==> config.mk <==
export PLATFORM = sky130hd
export DESIGN_NAME = ar1_front
export DESIGN_NICKNAME = d
export VERILOG_FILES = /design/src/hdl/ar1_pkg.sv /design/src/hdl/ar1_front.sv
export SDC_FILE = /design/constraint.sdc
export NUM_CORES = 1
export LEC_CHECK = 0
export ABC_CLOCK_PERIOD_IN_PS = 20400
export BUFFER_PORTS_ARGS = -buffer_cell sky130_fd_sc_hd__buf_2
export CAP_MARGIN = 20
export CORE_MARGIN = 2
export CORE_UTILIZATION = 60
export DETAILED_ROUTE_END_ITERATION = 12
export GPL_ROUTABILITY_DRIVEN = 0
export PLACE_DENSITY = 0.95
export SLEW_MARGIN = 20
export SYNTH_ARGS = -nofsm -noshare
export SYNTH_HDL_FRONTEND = slang
export SYNTH_SLANG_ARGS = --single-unit
==> constraint.sdc <==
create_clock -name i_clk -period 20.4 [get_ports i_clk]
set_clock_uncertainty 0.05 [all_clocks]
set_input_delay 3.06 -clock i_clk [delete_from_list [all_inputs] [get_ports i_clk]]
set_output_delay 3.06 -clock i_clk [all_outputs]
set_load 0.02 [all_outputs]
==> src/hdl/ar1_pkg.sv <==
// Shared types and constants for the AR(1) Gaussian log-likelihood unit.
// No dependencies.
`timescale 1ns / 1ps
package ar1_pkg;
    localparam int NUM_BETAS = 4;
    localparam int FIT_W = 35;
    localparam int QUEUE_DEPTH_DEF = 2;
    localparam logic [32:0] LN2_Q32 = 33'd2977044472;
    localparam logic [15:0] HALF_LN_2PI_Q16 = 16'd60224;
    localparam logic signed [31:0] MIN_LL_RESET = -32'sd655360;
    localparam logic [2:0] NUM_BETAS_RESET = 3'd4;

    localparam logic CFG_MIN_LL = 1'b0;
    localparam logic CFG_NUM_BETAS = 1'b1;

    typedef struct packed {
        logic signed [FIT_W-1:0] fit;
        logic signed [31:0]      rho;
        logic signed [31:0]      sigma;
        logic signed [31:0]      sample;
        logic                    valid;
        logic                    last;
    } t_row;

    typedef struct packed {
        logic full;
        logic empty;
    } t_q_stat;
endpackage

==> src/hdl/ar1_front.sv <==
// Front end: sums the first i_num_betas betas (at most NUM_BETAS) into the fitted value and queues the row.
// Depends on ar1_pkg.
`timescale 1ns / 1ps
module ar1_front #(
    parameter int QUEUE_DEPTH = ar1_pkg::QUEUE_DEPTH_DEF
) (
    input  logic                 i_clk,
    input  logic                 i_rst_n,
    input  logic                 i_push,
    input  logic signed [31:0]   i_betas [ar1_pkg::NUM_BETAS],
    input  logic signed [31:0]   i_rho,
    input  logic signed [31:0]   i_sigma,
    input  logic signed [31:0]   i_sample,
    input  logic                 i_row_valid,
    input  logic                 i_last_row,
    input  logic [2:0]           i_num_betas,
    input  logic                 i_pop,
    output ar1_pkg::t_row        o_head,
    output ar1_pkg::t_q_stat     o_stat
);
    import ar1_pkg::*;

    localparam int PW = (QUEUE_DEPTH > 1) ? $clog2(QUEUE_DEPTH) : 1;
    localparam int CW = $clog2(QUEUE_DEPTH + 1);

    t_row            r_q [QUEUE_DEPTH];
    logic [PW-1:0]   r_wr, r_rd;
    logic [CW-1:0]   r_cnt;
    logic [2:0]      nb;
    logic signed [FIT_W-1:0] fit;
    logic            wr_en, rd_en;

    always_comb begin
        nb = (i_num_betas > 3'(NUM_BETAS)) ? 3'(NUM_BETAS) : i_num_betas;
        fit = '0;
        for (int k = 0; k < NUM_BETAS; k++) begin
            if (3'(k) < nb) fit = fit + FIT_W'(i_betas[k]);
        end
    end

    assign o_stat.full  = (r_cnt == CW'(QUEUE_DEPTH));
    assign o_stat.empty = (r_cnt == '0);
    assign wr_en = i_push && !o_stat.full;
    assign rd_en = i_pop && !o_stat.empty;
    assign o_head = r_q[r_rd];

    always_ff @(posedge i_clk) begin
        if (wr_en) begin
            r_q[r_wr] <= '{fit: fit, rho: i_rho, sigma: i_sigma, sample: i_sample,
                           valid: i_row_valid, last: i_last_row};
        end
    end

    always_ff @(posedge i_clk) begin
        if (!i_rst_n) begin
            r_wr  <= '0;
            r_rd  <= '0;
            r_cnt <= '0;
        end else begin
            if (wr_en) r_wr <= (r_wr == PW'(QUEUE_DEPTH - 1)) ? '0 : r_wr + 1'b1;
            if (rd_en) r_rd <= (r_rd == PW'(QUEUE_DEPTH - 1)) ? '0 : r_rd + 1'b1;
            if (wr_en && !rd_en) r_cnt <= r_cnt + 1'b1;
            else if (rd_en && !wr_en) r_cnt <= r_cnt - 1'b1;
        end
    end
endmodule

==> key figures <==
Logic synthesis
  – EDFF count, synth: 266
  – Syn Area/Cell: 11.4 um2
  – Ys Warns: 0
  – Netlist cell types: 86
  – Synth Instances: about 1,500
  – Top post-synthesis cells by area: edfxtp_1 (48%), mux2_2 (10%), ha_1 (7.3%)
  – Synth top area share: 47.7%
  – Largest area contributor in the netlist: edfxtp_1
  – Mapped Nets: 1,795
  – Sequential area share after synthesis: between 40 and 50%
  – Asr flop ratio synth: 0%
  – Top FF cell, synth: edfxtp_1
  – Register bit count reported by yosys: 271
  – Syn Std Cell Area: 16,700 um2

Worst setup path
  – WS Path Type: input port to flop
  – CP arrival: ~11 ns
  – Req. time, crit path: just over 20 ns
  – Setup crit end kind: flop
  – Bufs and invs on worst path: 2
  – CP Launch Point: i_num_betas[2]
  – CP peak stage delay: 0.45 ns
  – Worst path slowest cell: a221oi_1
  – Reg2Reg Launch Point: r_cnt[0]$_SDFFE_PN0P_
  – Cell family with most CP delay: compound AO/OA/AOI/OAI gates
  – CP startpoint kind: input port
  – Max Fanout on Critical Path: between 60 and 70

STA
  – Final min period: 11.13 ns
  – Max Freq: between 0.08 and 0.09 GHz
  – Post-route clock period utilization: a little over half
  – Final hold slack: ~0.51 ns
  – Least-Margin Pin Slew: 1.11 ns
  – Final Hold Viols: 0
  – Setup TNS Final: 0 ns
  – Slew headroom: roughly a quarter
  – RSZ-0062 raised after global routing: false
  – Min setup slack post-route: slightly above 9 ns
  – Final setup viols: 0
  – Count of final max-slew check failures: 0

Global routing
  – Number of global-route vias before repair: ~13,000
  – Initial antenna violation count: 6
  – Pin count of the biggest net entering global routing: 83
  – M1 GR Usage: a little over a third
  – Routing usage on met3: roughly 7.6%
  – Global-route wire length before repair: ~68 mm
  – GR Overflow Total: 0
  – Global-route layer with the greatest usage: met2
  – Met2 Use GR: 50.0%
  – Global Route Usage Sum: between 20% and 30%

Placed design
  – Placed Cells: around 2,100
  – IO buf count: ~370
  – DPL Wire Length: approximately 34 mm
  – Place WS: slightly below 9 ns

Min path
  – Hold Crit Class: flop to flop
  – Hold_sp: r_cnt[1]$_SDFFE_PN0P_

Die
  – Starting density of the core: 60.6%
  – DIE HEIGHT: ~170 um
  – Die width: 171 um
  – Row count: just over 60
  – Boundary Pins: between 300 and 400
  – Full die area: ~29,000 um2
  – Core Area: between 20,000 and 30,000 um2

Status
  – Status: finished clean

Clock tree
  – Clk slew on worst S/H paths: ~0.07 ns
  – Cts repair resizes: 0
  – Clock Latency Late Sink: 0.50 ns
  – Clock sink count: 271
  – Hold_buf cts: 0
  – CTS tree: yes
  – Postcts setup bufs: 0
  – H-tree depth: 1
  – TritonCTS Buffers: 24
  – Clk Tree Root Cell: clkbuf_16
  – CTS max path bufs: 3

Final layout
  – Area delta synth->final: 17.7%
  – Commonest non-fill, non-tap cell in the layout: buf_2
  – Sequential cell area: between 8000 and 9000 um2
  – Nets: 2,127
  – Share of cells above drive strength 1: 32.6%
  – Fillers: 1,868
  – Area of the multi-input gates: a little over 8000 um2
  – Fin util: approximately 71%
  – Most frequent cells in the layout: buf_2 (367), edfxtp_1 (266), mux2_2 (153)
  – Fin cells: 2,194

Drt
  – Detail Route Antenna Nets: 0
  – First-pass detailed-route iteration total: 6
  – 1st-iter DRT viols: roughly 1,300
  – DRC: 0
  – DR WL/cell: around 21 um
  – Via-to-Cell Ratio: just over 6
  – Drt total wl: around 46 mm
  – Vias: 13,500

Power and ir drop
  – Power per cell area: roughly 120 nW/um2
  – Max rail drop VDD: ~58 uV
  – Static leakage: around 8.0 nW

Flow run
  – Max Cap Violations: 0
-- Yosys cell counts, types with 10 or more instances --
cell type and count:
xor2_1 43, xnor2_1 58, a21oi_1 103, a31oi_1 20, nand2_1 91, nand3_1 18
nor3_1 19, edfxtp_1 266, inv_1 32, mux2_2 153, nor2_1 86, o211ai_1 15
nand2b_1 16, a211oi_1 17, and3_1 15, ha_1 97, o21ai_0 73, nor2b_1 10
o21bai_1 14, a21o_1 58, clkbuf_1 56, o31ai_1 10, o21a_1 14, and2_1 35
-- power by group --
| part | internal [W] | switching [W] |
|---|---|---|
| sequential | 0.000737 | 0.0000386 |
| clock | 0.000274 | 0.000195 |
| combinational | 0.000421 | 0.000620 |
| total | 0.00143 | 0.000853 |
-- per-stage QoR --
stage	power, W	instance area (um2)
2_1_floorplan	0.00152	16700
3_3_place_gp	0.00176	18800
3_5_place_dp	0.00180	18800
4_1_cts	0.00228	19700
5_1_grt	0.00240	19700
6_report	0.00229	19700
-- layer usage --
metal / part of all wire [%] / vias to the layer above / wire length [um]
met5: 0.050 / - / 23
met2: 47 / 763 / 21600
met3: 10 / 150 / 4750
met1: 37 / 6335 / 17100
li1: - / 6207 / -
met4: 5.1 / 4 / 2350
-- worst min-delay path, delay by kind of cell, from the launching register on --
kind           cells  cell delay, ns
flip-flops         1            0.35
AO/OA/AOI/OAI      2            0.16
-- path summary, 6_finish.rpt --
path	cells after the start	end	slack, ns
worst max-delay path	35	r_q[1][131]$_DFFE_PP_	9.27
worst min-delay path	2	r_cnt[1]$_SDFFE_PN0P_	0.51
worst max register to register	3	r_q[1][24]$_DFFE_PP_	17.64
worst min register to register	2	r_cnt[1]$_SDFFE_PN0P_	0.51
-- cells by family (layout without fill, tap and decap cells) --
kind of cell             count (synthesis)  in the layout  share of synthesized area [%]
AO/OA/AOI/OAI                          391            391                           15.4
XOR/XNOR                               102            102                           5.42
AND/OR/NAND/NOR                        331            331                           9.78
adder cells (fa/ha/maj)                105            105                           7.88
other                                    0              4                              0
buffers and inverters                  102            451                           2.40
flip-flops                             271            271                           48.3
multiplexers                           161            161                           10.8
-- flip-flops by register name, indices dropped and copies added, names as in the netlist, named ones only --
| signal | flops |
|---|---|
| r_cnt | 2 |
| r_q | 266 |
| r_rd | 1 |
| r_wr | 1 |
-- final cells by class --
| cell class | instances | area share [%] |
|---|---|---|
| multi-input cells | 1090 | 42.0 |
| flip-flops and latches | 271 | 41.1 |
| repair buffers | 376 | 9.67 |
| clock buffers | 26 | 3.20 |
| well taps | 378 | 2.40 |
| clock inverters | 17 | 0.979 |
| inverters | 32 | 0.610 |
| diodes | 4 | 0.0508 |
(Power assumes the default switching activity.)
